### config.mk
export PLATFORM = sky130hd
export DESIGN_NAME = plaid_band_overlay
export DESIGN_NICKNAME = d
export VERILOG_FILES = /design/src/hw/rtl/pbo_pkg.sv /design/src/hw/rtl/pbo_front.sv /design/src/hw/rtl/pbo_queue.sv /design/src/hw/rtl/pbo_back.sv /design/src/hw/rtl/plaid_band_overlay.sv
export SDC_FILE = /design/constraint.sdc
export NUM_CORES = 1
export LEC_CHECK = 0
export ABC_AREA = 1
export BUFFER_PORTS_ARGS = -buffer_cell sky130_fd_sc_hd__buf_2
export CORE_MARGIN = 3
export CORE_UTILIZATION = 70
export DETAILED_ROUTE_END_ITERATION = 7
export PLACE_DENSITY_LB_ADDON = 0.15
export SETUP_SLACK_MARGIN = 0.2
export SYNTH_ARGS = -nofsm -noshare
export SYNTH_HDL_FRONTEND = slang
export SYNTH_SLANG_ARGS = --single-unit
### constraint.sdc
create_clock -name clk -period 13.7 [get_ports clk]
set_input_delay 2.74 -clock clk [delete_from_list [all_inputs] [get_ports clk]]
set_output_delay 2.74 -clock clk [all_outputs]
set_load 0.05 [all_outputs]
### src/hw/rtl/pbo_pkg.sv
package pbo_pkg;

	localparam int COORD_BITS = 12;
	localparam int CHAN_W     = 8;
	localparam int BAND_W     = 8;
	localparam int WPH_W      = 9;
	localparam int FPH_W      = 10;
	localparam int CFG_IDX_W  = 3;
	localparam int CFG_DATA_W = COORD_BITS;

	localparam int Q_DEPTH   = 2;
	localparam int Q_PTR_W   = $clog2(Q_DEPTH);
	localparam int Q_CNT_W   = $clog2(Q_DEPTH + 1);

	localparam logic [CFG_IDX_W-1:0] REG_FRAME_WIDTH  = 3'd0;
	localparam logic [CFG_IDX_W-1:0] REG_FRAME_HEIGHT = 3'd1;
	localparam logic [CFG_IDX_W-1:0] REG_WIDE_BAND    = 3'd2;
	localparam logic [CFG_IDX_W-1:0] REG_FINE_BAND    = 3'd3;
	localparam logic [CFG_IDX_W-1:0] REG_MEDIUM_BAND  = 3'd4;

	localparam logic [COORD_BITS-1:0] RST_FRAME_WIDTH  = COORD_BITS'(640);
	localparam logic [COORD_BITS-1:0] RST_FRAME_HEIGHT = COORD_BITS'(480);
	localparam logic [BAND_W-1:0]     RST_WIDE_BAND    = 8'd45;
	localparam logic [BAND_W-1:0]     RST_FINE_BAND    = 8'd9;
	localparam logic [BAND_W-1:0]     RST_MEDIUM_BAND  = 8'd15;

	typedef struct packed {
		logic [CHAN_W-1:0] blue_in;
		logic [CHAN_W-1:0] green_in;
		logic [CHAN_W-1:0] red_in;
		logic              start_of_frame;
	} pix_in_t;

	typedef struct packed {
		logic [CHAN_W-1:0] blue_out;
		logic [CHAN_W-1:0] green_out;
		logic [CHAN_W-1:0] red_out;
		logic              end_of_frame;
	} pix_out_t;

	typedef struct packed {
		logic h_wide;
		logic v_wide;
		logic h_fine;
		logic v_fine;
		logic h_med;
		logic v_med;
	} bands_t;

	typedef struct packed {
		logic [CHAN_W-1:0] blue;
		logic [CHAN_W-1:0] green;
		logic [CHAN_W-1:0] red;
		bands_t            bands;
		logic              eof;
	} mid_t;

endpackage

### src/hw/rtl/pbo_front.sv
module pbo_front (
	input  logic                             clk,
	input  logic                             arst_n,
	input  logic                             push,
	output logic                             full,
	input  pbo_pkg::pix_in_t                 pix_in,
	input  logic                             cfg_we,
	input  logic [pbo_pkg::CFG_IDX_W-1:0]    cfg_idx,
	input  logic [pbo_pkg::CFG_DATA_W-1:0]   cfg_data,
	output logic                             mid_wr,
	output pbo_pkg::mid_t                    mid_item,
	input  logic                             mid_full
);

	localparam int CB = pbo_pkg::COORD_BITS;
	localparam int WW = pbo_pkg::WPH_W;
	localparam int FW = pbo_pkg::FPH_W;
	localparam int BW = pbo_pkg::BAND_W;

	logic [CB-1:0] frame_width_q, frame_height_q;
	logic [BW-1:0] wide_band_q, fine_band_q, medium_band_q;

	logic [CB-1:0] column_q, row_q;
	logic [WW-1:0] col_wph_q, row_wph_q;
	logic [FW-1:0] col_fph_q, row_fph_q;

	logic [CB-1:0] col, row;
	logic [WW-1:0] cwp, rwp;
	logic [FW-1:0] cfp, rfp;

	logic [BW-1:0] w, s, m;
	logic [WW-1:0] p2;
	logic [FW-1:0] p4, fs, ms;
	logic signed [CB+1:0] v_lhs, v_rhs;
	logic          last_col, last_row, accept;
	logic [WW:0]   cwp_inc, rwp_inc;
	logic [FW:0]   cfp_inc, rfp_inc;
	pbo_pkg::bands_t bands;

	function automatic logic in_band(input logic [FW-1:0] p, input logic [FW-1:0] start,
			input logic [FW-1:0] period, input logic [BW-1:0] len);
		logic [FW:0] off;
		if (p >= start) begin
			off = {1'b0, p} - {1'b0, start};
		end else begin
			off = {1'b0, p} + {1'b0, period} - {1'b0, start};
		end
		return off < (FW + 1)'(len);
	endfunction

	always_ff @(posedge clk or negedge arst_n) begin
		if (!arst_n) begin
			frame_width_q  <= pbo_pkg::RST_FRAME_WIDTH;
			frame_height_q <= pbo_pkg::RST_FRAME_HEIGHT;
			wide_band_q    <= pbo_pkg::RST_WIDE_BAND;
			fine_band_q    <= pbo_pkg::RST_FINE_BAND;
			medium_band_q  <= pbo_pkg::RST_MEDIUM_BAND;
		end else if (cfg_we) begin
			case (cfg_idx)
				pbo_pkg::REG_FRAME_WIDTH:  frame_width_q  <= cfg_data[CB-1:0];
				pbo_pkg::REG_FRAME_HEIGHT: frame_height_q <= cfg_data[CB-1:0];
				pbo_pkg::REG_WIDE_BAND:    wide_band_q    <= cfg_data[BW-1:0];
				pbo_pkg::REG_FINE_BAND:    fine_band_q    <= cfg_data[BW-1:0];
				pbo_pkg::REG_MEDIUM_BAND:  medium_band_q  <= cfg_data[BW-1:0];
				default: ;
			endcase
		end
	end

	// Band geometry; a zero wide band counts as one.
	always_comb begin
		w  = (wide_band_q == '0) ? BW'(1) : wide_band_q;
		s  = (fine_band_q < w) ? fine_band_q : w;
		m  = (medium_band_q < w) ? medium_band_q : w;
		p2 = {w, 1'b0};
		p4 = {w, 2'b00};
		fs = FW'(w) + FW'((w - s) >> 1);
		ms = FW'({w, 1'b0}) + FW'(w) + FW'((w - m) >> 1);
	end

	// Start of frame puts this pixel at the origin.
	always_comb begin
		col = pix_in.start_of_frame ? '0 : column_q;
		row = pix_in.start_of_frame ? '0 : row_q;
		cwp = pix_in.start_of_frame ? '0 : col_wph_q;
		rwp = pix_in.start_of_frame ? '0 : row_wph_q;
		cfp = pix_in.start_of_frame ? '0 : col_fph_q;
		rfp = pix_in.start_of_frame ? '0 : row_fph_q;
	end

	always_comb begin
		// Vertical wide band only where its whole width fits in the line.
		v_lhs = $signed((CB + 2)'(col)) - $signed((CB + 2)'(cwp)) + $signed((CB + 2)'(p2));
		v_rhs = $signed((CB + 2)'(frame_width_q));
		bands.h_wide = rwp >= WW'(w);
		bands.v_wide = (cwp >= WW'(w)) && (v_lhs < v_rhs);
		bands.h_fine = in_band(rfp, fs, p4, s);
		bands.v_fine = in_band(cfp, fs, p4, s);
		bands.h_med  = in_band(rfp, ms, p4, m);
		bands.v_med  = in_band(cfp, ms, p4, m);
	end

	always_comb begin
		last_col = ({1'b0, col} + 1'b1) >= {1'b0, frame_width_q};
		last_row = ({1'b0, row} + 1'b1) >= {1'b0, frame_height_q};
		cwp_inc  = {1'b0, cwp} + 1'b1;
		rwp_inc  = {1'b0, rwp} + 1'b1;
		cfp_inc  = {1'b0, cfp} + 1'b1;
		rfp_inc  = {1'b0, rfp} + 1'b1;
	end

	assign accept = push && !mid_full;
	assign full   = mid_full;
	assign mid_wr = accept;

	always_comb begin
		mid_item.blue  = pix_in.blue_in;
		mid_item.green = pix_in.green_in;
		mid_item.red   = pix_in.red_in;
		mid_item.bands = bands;
		mid_item.eof   = last_col && last_row;
	end

	always_ff @(posedge clk or negedge arst_n) begin
		if (!arst_n) begin
			column_q  <= '0;
			row_q     <= '0;
			col_wph_q <= '0;
			row_wph_q <= '0;
			col_fph_q <= '0;
			row_fph_q <= '0;
		end else if (accept) begin
			if (last_col) begin
				column_q  <= '0;
				col_wph_q <= '0;
				col_fph_q <= '0;
				if (last_row) begin
					row_q     <= '0;
					row_wph_q <= '0;
					row_fph_q <= '0;
				end else begin
					row_q     <= row + 1'b1;
					row_wph_q <= (rwp_inc >= {1'b0, p2}) ? '0 : rwp_inc[WW-1:0];
					row_fph_q <= (rfp_inc >= {1'b0, p4}) ? '0 : rfp_inc[FW-1:0];
				end
			end else begin
				column_q  <= col + 1'b1;
				col_wph_q <= (cwp_inc >= {1'b0, p2}) ? '0 : cwp_inc[WW-1:0];
				col_fph_q <= (cfp_inc >= {1'b0, p4}) ? '0 : cfp_inc[FW-1:0];
				row_q     <= row;
				row_wph_q <= rwp;
				row_fph_q <= rfp;
			end
		end
	end

endmodule

### src/hw/rtl/pbo_queue.sv
module pbo_queue (
	input  logic          clk,
	input  logic          arst_n,
	input  logic          wr_en,
	input  pbo_pkg::mid_t wr_item,
	output logic          full,
	input  logic          rd_en,
	output pbo_pkg::mid_t rd_item,
	output logic          empty
);

	pbo_pkg::mid_t                  mem_q [pbo_pkg::Q_DEPTH];
	logic [pbo_pkg::Q_PTR_W-1:0]    wr_ptr_q, rd_ptr_q;
	logic [pbo_pkg::Q_CNT_W-1:0]    count_q;
	logic                           do_wr, do_rd;

	assign full    = count_q == pbo_pkg::Q_CNT_W'(pbo_pkg::Q_DEPTH);
	assign empty   = count_q == '0;
	assign do_wr   = wr_en && !full;
	assign do_rd   = rd_en && !empty;
	assign rd_item = mem_q[rd_ptr_q];

	// Pointers wrap naturally: the depth is a power of two.
	always_ff @(posedge clk or negedge arst_n) begin
		if (!arst_n) begin
			wr_ptr_q <= '0;
			rd_ptr_q <= '0;
			count_q  <= '0;
		end else begin
			if (do_wr) wr_ptr_q <= wr_ptr_q + 1'b1;
			if (do_rd) rd_ptr_q <= rd_ptr_q + 1'b1;
			if (do_wr && !do_rd) begin
				count_q <= count_q + 1'b1;
			end else if (do_rd && !do_wr) begin
				count_q <= count_q - 1'b1;
			end
		end
	end

	always_ff @(posedge clk) begin
		if (do_wr) mem_q[wr_ptr_q] <= wr_item;
	end

endmodule

### src/hw/rtl/pbo_back.sv
module pbo_back (
	input  logic              clk,
	input  logic              arst_n,
	input  pbo_pkg::mid_t     mid_item,
	input  logic              mid_empty,
	output logic              mid_rd,
	output pbo_pkg::pix_out_t pix_out,
	output logic              empty,
	input  logic              pop
);

	localparam int CW = pbo_pkg::CHAN_W;

	localparam logic [CW-1:0] WIDE_B = 8'd200;
	localparam logic [CW-1:0] WIDE_G = 8'd0;
	localparam logic [CW-1:0] WIDE_R = 8'd0;
	localparam logic [CW-1:0] FINE_K = 8'd255;
	localparam logic [CW-1:0] MED_B  = 8'd100;
	localparam logic [CW-1:0] MED_G  = 8'd200;
	localparam logic [CW-1:0] MED_R  = 8'd0;

	pbo_pkg::pix_out_t             buf_q [pbo_pkg::Q_DEPTH];
	logic [pbo_pkg::Q_PTR_W-1:0]   wr_ptr_q, rd_ptr_q;
	logic [pbo_pkg::Q_CNT_W-1:0]   count_q;
	logic                          out_full, do_wr, do_rd;
	pbo_pkg::pix_out_t             res;

	function automatic logic [CW-1:0] blend(input logic [CW-1:0] c, input logic [CW-1:0] k);
		logic [CW:0] sum;
		sum = {1'b0, c} + {1'b0, k};
		return sum[CW:1];
	endfunction

	// Apply the six blends in fixed order.
	always_comb begin
		logic [CW-1:0] b, g, r;
		b = mid_item.blue;
		g = mid_item.green;
		r = mid_item.red;
		if (mid_item.bands.h_wide) begin
			b = blend(b, WIDE_B); g = blend(g, WIDE_G); r = blend(r, WIDE_R);
		end
		if (mid_item.bands.v_wide) begin
			b = blend(b, WIDE_B); g = blend(g, WIDE_G); r = blend(r, WIDE_R);
		end
		if (mid_item.bands.h_fine) begin
			b = blend(b, FINE_K); g = blend(g, FINE_K); r = blend(r, FINE_K);
		end
		if (mid_item.bands.v_fine) begin
			b = blend(b, FINE_K); g = blend(g, FINE_K); r = blend(r, FINE_K);
		end
		if (mid_item.bands.h_med) begin
			b = blend(b, MED_B); g = blend(g, MED_G); r = blend(r, MED_R);
		end
		if (mid_item.bands.v_med) begin
			b = blend(b, MED_B); g = blend(g, MED_G); r = blend(r, MED_R);
		end
		res.blue_out     = b;
		res.green_out    = g;
		res.red_out      = r;
		res.end_of_frame = mid_item.eof;
	end

	assign out_full = count_q == pbo_pkg::Q_CNT_W'(pbo_pkg::Q_DEPTH);
	assign empty    = count_q == '0;
	assign do_wr    = !mid_empty && !out_full;
	assign do_rd    = pop && !empty;
	assign mid_rd   = do_wr;
	assign pix_out  = buf_q[rd_ptr_q];

	always_ff @(posedge clk or negedge arst_n) begin
		if (!arst_n) begin
			wr_ptr_q <= '0;
			rd_ptr_q <= '0;
			count_q  <= '0;
		end else begin
			if (do_wr) wr_ptr_q <= wr_ptr_q + 1'b1;
			if (do_rd) rd_ptr_q <= rd_ptr_q + 1'b1;
			if (do_wr && !do_rd) begin
				count_q <= count_q + 1'b1;
			end else if (do_rd && !do_wr) begin
				count_q <= count_q - 1'b1;
			end
		end
	end

	always_ff @(posedge clk) begin
		if (do_wr) buf_q[wr_ptr_q] <= res;
	end

endmodule

### src/hw/rtl/plaid_band_overlay.sv
// Plaid overlay for a raster stream of BGR pixels: one pixel beat in gives one
// pixel beat out, blended with up to six stripes, of three colours, from its row
// and column, with end_of_frame raised on the last pixel of the frame. The block
// takes one pixel per clock as long as the result side keeps popping; a pushed
// pixel is written into the queue after the classifier when it is accepted, then
// into the queue after the blend stage, and can be popped from there. The front
// end's position counters advance once per accepted pixel, and two-entry queues
// after the classifier and after the blend stage absorb a stall on either side.
// Write the geometry registers only while no pixel is in flight.
module plaid_band_overlay (
	input  logic                             clk,
	input  logic                             arst_n,
	input  logic                             push,
	output logic                             full,
	input  pbo_pkg::pix_in_t                 pix_in,
	input  logic                             pop,
	output logic                             empty,
	output pbo_pkg::pix_out_t                pix_out,
	input  logic                             cfg_we,
	input  logic [pbo_pkg::CFG_IDX_W-1:0]    cfg_idx,
	input  logic [pbo_pkg::CFG_DATA_W-1:0]   cfg_data
);

	logic          mid_wr, mid_full, mid_rd, mid_empty;
	pbo_pkg::mid_t mid_wr_item, mid_rd_item;

	pbo_front u_front (
		.clk      (clk),
		.arst_n   (arst_n),
		.push     (push),
		.full     (full),
		.pix_in   (pix_in),
		.cfg_we   (cfg_we),
		.cfg_idx  (cfg_idx),
		.cfg_data (cfg_data),
		.mid_wr   (mid_wr),
		.mid_item (mid_wr_item),
		.mid_full (mid_full)
	);

	pbo_queue u_queue (
		.clk     (clk),
		.arst_n  (arst_n),
		.wr_en   (mid_wr),
		.wr_item (mid_wr_item),
		.full    (mid_full),
		.rd_en   (mid_rd),
		.rd_item (mid_rd_item),
		.empty   (mid_empty)
	);

	pbo_back u_back (
		.clk       (clk),
		.arst_n    (arst_n),
		.mid_item  (mid_rd_item),
		.mid_empty (mid_empty),
		.mid_rd    (mid_rd),
		.pix_out   (pix_out),
		.empty     (empty),
		.pop       (pop)
	);

endmodule

# After elaboration in Yosys (flattened, before gate mapping)
# Memory sizes are Yosys's and may differ from the RTL's.
# Cells that the tools add are included.
# totals
regBits	118
ramBits	112
inputBits	45
out_inout_bits	27
word_cells	171
n_memories	2
# op_classes
addsub	45
order_cmp	19
eq_ne	6
n_mux	52
n_reduce_logical	30
# mem_list
name	words	word_bits	rd	rd_clocked_by_memory_dff	wr	line	source
u_queue.mem_q	2	31	1	0	1	pbo_queue.sv:12	pbo_pkg::mid_t mem_q [pbo_pkg::Q_DEPTH];
u_back.buf_q	2	25	1	0	1	pbo_back.sv:22	pbo_pkg::pix_out_t buf_q [pbo_pkg::Q_DEPTH];
# op_table
operator	count
8-bit two-way mux	21
8-bit by 8-bit adder with 9-bit output, second input constant	10
10-bit two-way mux	7
9-bit two-way mux	7
12-bit two-way mux	5
11-bit by 8-bit less-than comparator with 1-bit output	4
11-bit two-way mux	4
10-bit by 10-bit subtractor with 11-bit output	4
11-bit by 10-bit subtractor with 11-bit output	4
10-bit greater-or-equal comparator	4
12-bit by 1-bit adder with 13-bit output, second input constant	2
13-bit by 12-bit greater-or-equal comparator with 1-bit output	2
12-bit by 1-bit adder with 12-bit output, second input constant	2
10-bit by 1-bit adder with 11-bit output, second input constant	2
10-bit by 10-bit adder with 11-bit output	2
11-bit by 10-bit greater-or-equal comparator with 1-bit output	2
9-bit by 1-bit adder with 10-bit output, second input constant	2
10-bit by 9-bit greater-or-equal comparator with 1-bit output	2
8-bit by 7-bit adder with 9-bit output, second input constant	2
9-bit by 8-bit greater-or-equal comparator with 1-bit output	2
8-bit by 8-bit subtractor with 9-bit output	2
8-bit less-than comparator	2
14-bit by 10-bit adder with 14-bit output	1
14-bit by 13-bit less-than comparator with 1-bit output	1
other kinds (20)	56

# Longest topological paths before layout
# An unclocked memory read counts as a cell.
# depth
word_depth	13
ltp_mapped	46
depth_no_buf	46

# Cells and area by module
# From an unflattened synthesis, not the netlist that was laid out.
# hier_totals
hier_cells	3165
hier_area_um2	23283.6
# modules_own_cells
module	n_inst	cells_each	area_per_inst_um2	seq_area_each_um2
pbo_front	1	2249	15820.2	2772.7
pbo_back	1	722	4971.0	1601.5
pbo_queue	1	194	2492.4	1961.9

# Worst setup path before layout
# Ideal clock, no wire load.
# synth_timing
kind	input-to-reg
startpoint	input pix_in[0] (netlist bit)
endpoint	memory u_queue.mem_q[0][5] (netlist bit) (data pin)
setup_time_ns	0.157
arrival_time_ns	7.259
t_required_ns	13.543
path_slack_ns	6.284
path_stages	25
path_buffers	5
cell_sequence	clkbuf_1 clkbuf_1 buf_1 clkbuf_1 clkbuf_1 nor2_1 inv_1 ha_1 nand3_1 nand2_1 a21oi_1 o21bai_1 xor2_1 ha_1 inv_1 o31ai_1 a21oi_1 o21ai_0 xor2_1 ha_1 a21oi_1 nor2_1 o311ai_0 nand3_1 a21oi_1
# synth_rtl
element	line	source
start: declaration	plaid_band_overlay.sv:15	input pbo_pkg::pix_in_t pix_in,
end: declaration	pbo_queue.sv:12	

==> reports/metrics.cfg <==
[status]
outcome=finished clean

[yosys]
synthMuxAreaShare=0.009240
syn_area_sq_mm=0.02167
synth.avg_cell_area_sq_um=7.499
synth_top_family_by_area=simple AND/OR/NAND/NOR gates
synth_edf_count=112
synth_nets=3231
ys_seq_area_frac=0.2924
synthSimpleGateAreaFrac=0.2112
syn_inst=2889
synthFlopType=edfxtp_1
synth_compound_area_frac=0.1512
async_flop_share=0.5130
synth-xor-area-share=0.06584
ys_warn_count=0
synth-seq-cells=230
synth_fa_ha_area_frac=0.1784
ys_types=58

[route]
routed-via-count=19994
vias_per_cell=5.983
wl_per_cell_um=17.23
first_iter_violations=1683
firstDrtPassIters=6
totalWireLength_um=57590
ant_nets=0
drcViolationCount=0

[clock_tree]
worstSkewPairLatency_ns=0.54
hold_buffers=0
clock_tree.buffer_depth=3
cts_resized=0
htree_levels=1
cts_tree=done
path_clk_slew_ns=0.07
cts_made_buffers=25
cts_root_buffer=clkbuf_16
clock_sinks=230
postCtsSetupBuffers=0

[timing]
slew_violations=0
period_needed_ns=9.192
hold_viol=0
worst_pin_slew_ns=1.113
setup_viol=0
clock_skew_ns=0.01843
fin_crit_sh=0.6710
fin_setup_tns_ns=0
relSlewSlack=0.2562
max_freq_ghz=0.1088
finalHoldWorstSlack_ns=0.4845
rsz0062_at_grt=false

[die]
io_pins=72
core_sq_mm=0.03003
initial_utilization=0.7214
row_count=63
die_area_sq_mm=0.03310
chipHeight_um=181.9
die_x_um=181.9

[setup_path]
slowest_stage=dfrtp_1
cp.required_ns=14.07
criticalPathCategory=reg2reg
critPathMostFrequentCell=a21oi_1
cp_max_fo=15
rr_worst_depth=36
cpPeakStageDelay_ns=0.78
cp-start-kind=flip-flop
arrival_ns=9.56
cp-end-kind=flip-flop

[global_routing]
grt_max_degree=77
grt_pass1_wl_um=93550
grt_pass1_vias=19551
grtUsageTotal=0.3428
antenna_found_initial=1
gr-total-overflow=0

[cells_and_area]
fillers=2239
antenna_cells=0
area_delta_synth_final_pct=6.509
fin_nets=3275
layout-drive-gt1-share=0.07114

[placed_design]
dp_hpwl_um=43840
place_congestion=1.008
port_buffers=71

[flow_run]
drv_cap=0

[worst_hold_path]
whs_path_depth=2
hold_path.class=reg2reg

==> synthesized netlist by cell type (8+ instances only) <==
library cell	instances	share of area
a21o_1	14	0.0049
dfrtp_1	102	0.12
xnor2_1	50	0.020
a31oi_1	11	0.0032
o21ai_1	25	0.0058
xor2_1	111	0.045
dfstp_2	16	0.019
a211oi_1	8	0.0028
o21bai_1	38	0.013
edfxtp_1	112	0.16
or2_2	10	0.0029
nand2_1	647	0.11
clkbuf_1	47	0.0081
o21ai_2	13	0.0053
o21ai_0	219	0.051
fa_1	20	0.018
nand2_2	12	0.0035
ha_1	277	0.16
a21oi_1	180	0.042
nor3_1	21	0.0049
nand4_1	30	0.0087
buf_2	8	0.0018
mux2i_1	20	0.0092
nand3_1	149	0.034
nor2_1	196	0.034
o22ai_1	28	0.0081
inv_1	422	0.073
==> critical path, delay by kind of cell, from the launching register on <==
family | cells | cell delay [ns]
simple gates | 8 | 1.18
flops | 1 | 0.78
xor+xnor | 3 | 0.70
compound gates | 14 | 3.04
fa+ha+maj | 6 | 2.40
buf+inv | 5 | 0.92
==> layout make-up <==
type / count / area (sq um) / share of cell area
multi-input combinational: 2153 / 13370 / 0.5795
sequential: 230 / 6336 / 0.2746
inverter: 432 / 1622 / 0.07027
clock buffer: 37 / 690.7 / 0.02993
timing repair buffer: 91 / 508.0 / 0.02201
tap: 390 / 488.0 / 0.02115
clock inverter: 9 / 58.81 / 0.002548
==> sequential cells by signal, indices dropped and copies added, names as in the netlist, 10 cells and up <==
signal,cells
u_front.frame_width_q,12
u_front.row_fph_q,10
u_queue.mem_q,62
u_front.row_q,12
u_front.column_q,12
u_front.frame_height_q,12
u_front.col_fph_q,10
u_back.buf_q,50
==> layout by cell type, fill, tap and decap left out, types with 4 or more instances in the layout <==
| master | instances |
|---|---|
| clkbuf_1 | 10 |
| fa_1 | 20 |
| edfxtp_1 | 112 |
| o21ai_2 | 15 |
| a21oi_1 | 180 |
| buf_4 | 21 |
| a21boi_0 | 6 |
| buf_2 | 70 |
| dfstp_2 | 16 |
| ha_1 | 277 |
| inv_2 | 8 |
| a21o_1 | 14 |
| o21bai_1 | 38 |
| nand2_1 | 647 |
| clkinv_2 | 4 |
| o21ai_1 | 23 |
| nand2_2 | 12 |
| nand3b_1 | 4 |
| clkbuf_16 | 25 |
| o21ai_0 | 219 |
| o21a_1 | 6 |
| a31oi_1 | 11 |
| mux2i_1 | 20 |
| nor2_1 | 192 |
| inv_1 | 422 |
| a211oi_1 | 8 |
| o22ai_1 | 28 |
| or2_2 | 10 |
| nor2_2 | 6 |
| dfrtp_1 | 102 |
| o32ai_1 | 6 |
| nor4_1 | 7 |
| nand3_1 | 149 |
| xnor2_1 | 50 |
| nor3_1 | 21 |
| xor2_1 | 111 |
| nand4_1 | 30 |
| nand3_2 | 6 |
| o211ai_1 | 7 |
==> routing by layer <==
metal / vias to the layer above / track usage / part of all wire
li1: 9687 / - / -
met1: 9348 / 0.4263 / 0.40
met2: 763 / 0.5981 / 0.48
met3: 194 / 0.03826 / 0.066
met4: 2 / 0.1587 / 0.052
met5: - / 0 / 0.00023
==> worst paths after layout <==
check,from,end,slack (ns)
worst max-delay path,u_front.wide_band_q[7],u_queue.mem_q[1][2],4.51
worst min-delay path,u_front.frame_width_q[2],u_front.frame_width_q[2],0.48
max in group asynchronous,arst_n,u_front.col_fph_q[4],10.11
min in group asynchronous,arst_n,u_front.frame_width_q[8],2.19
worst max register to register,u_front.wide_band_q[7],u_queue.mem_q[1][2],4.51
worst min register to register,u_front.frame_width_q[2],u_front.frame_width_q[2],0.48
==> through the flow <==
stage / cells / instance area (sq um) / setup slack [ns] / utilization
after CTS: 3342 / 23080 / 4.745 / 0.7684
after detailed placement: 3296 / 22330 / 4.790 / 0.7434
after global placement: 3296 / 22330 / 5.092 / 0.7434
after global routing: 3342 / 23080 / 3.660 / 0.7684
after floorplan: 2889 / 21670 / 6.284 / -
final: 3342 / 23080 / 4.508 / 0.7684
==> logic make-up (layout without fill, tap and decap cells) <==
kind of cell    after synthesis  count (layout)
compound gates              578             578
xor+xnor                    162             162
fa+ha+maj                   297             297
buf+inv                     506             569
flops                       230             230
mux                          20              20
simple gates               1096            1096
Power is not shown: default switching activity piles up to over one toggle a cycle in this logic, so the estimate is an artifact.
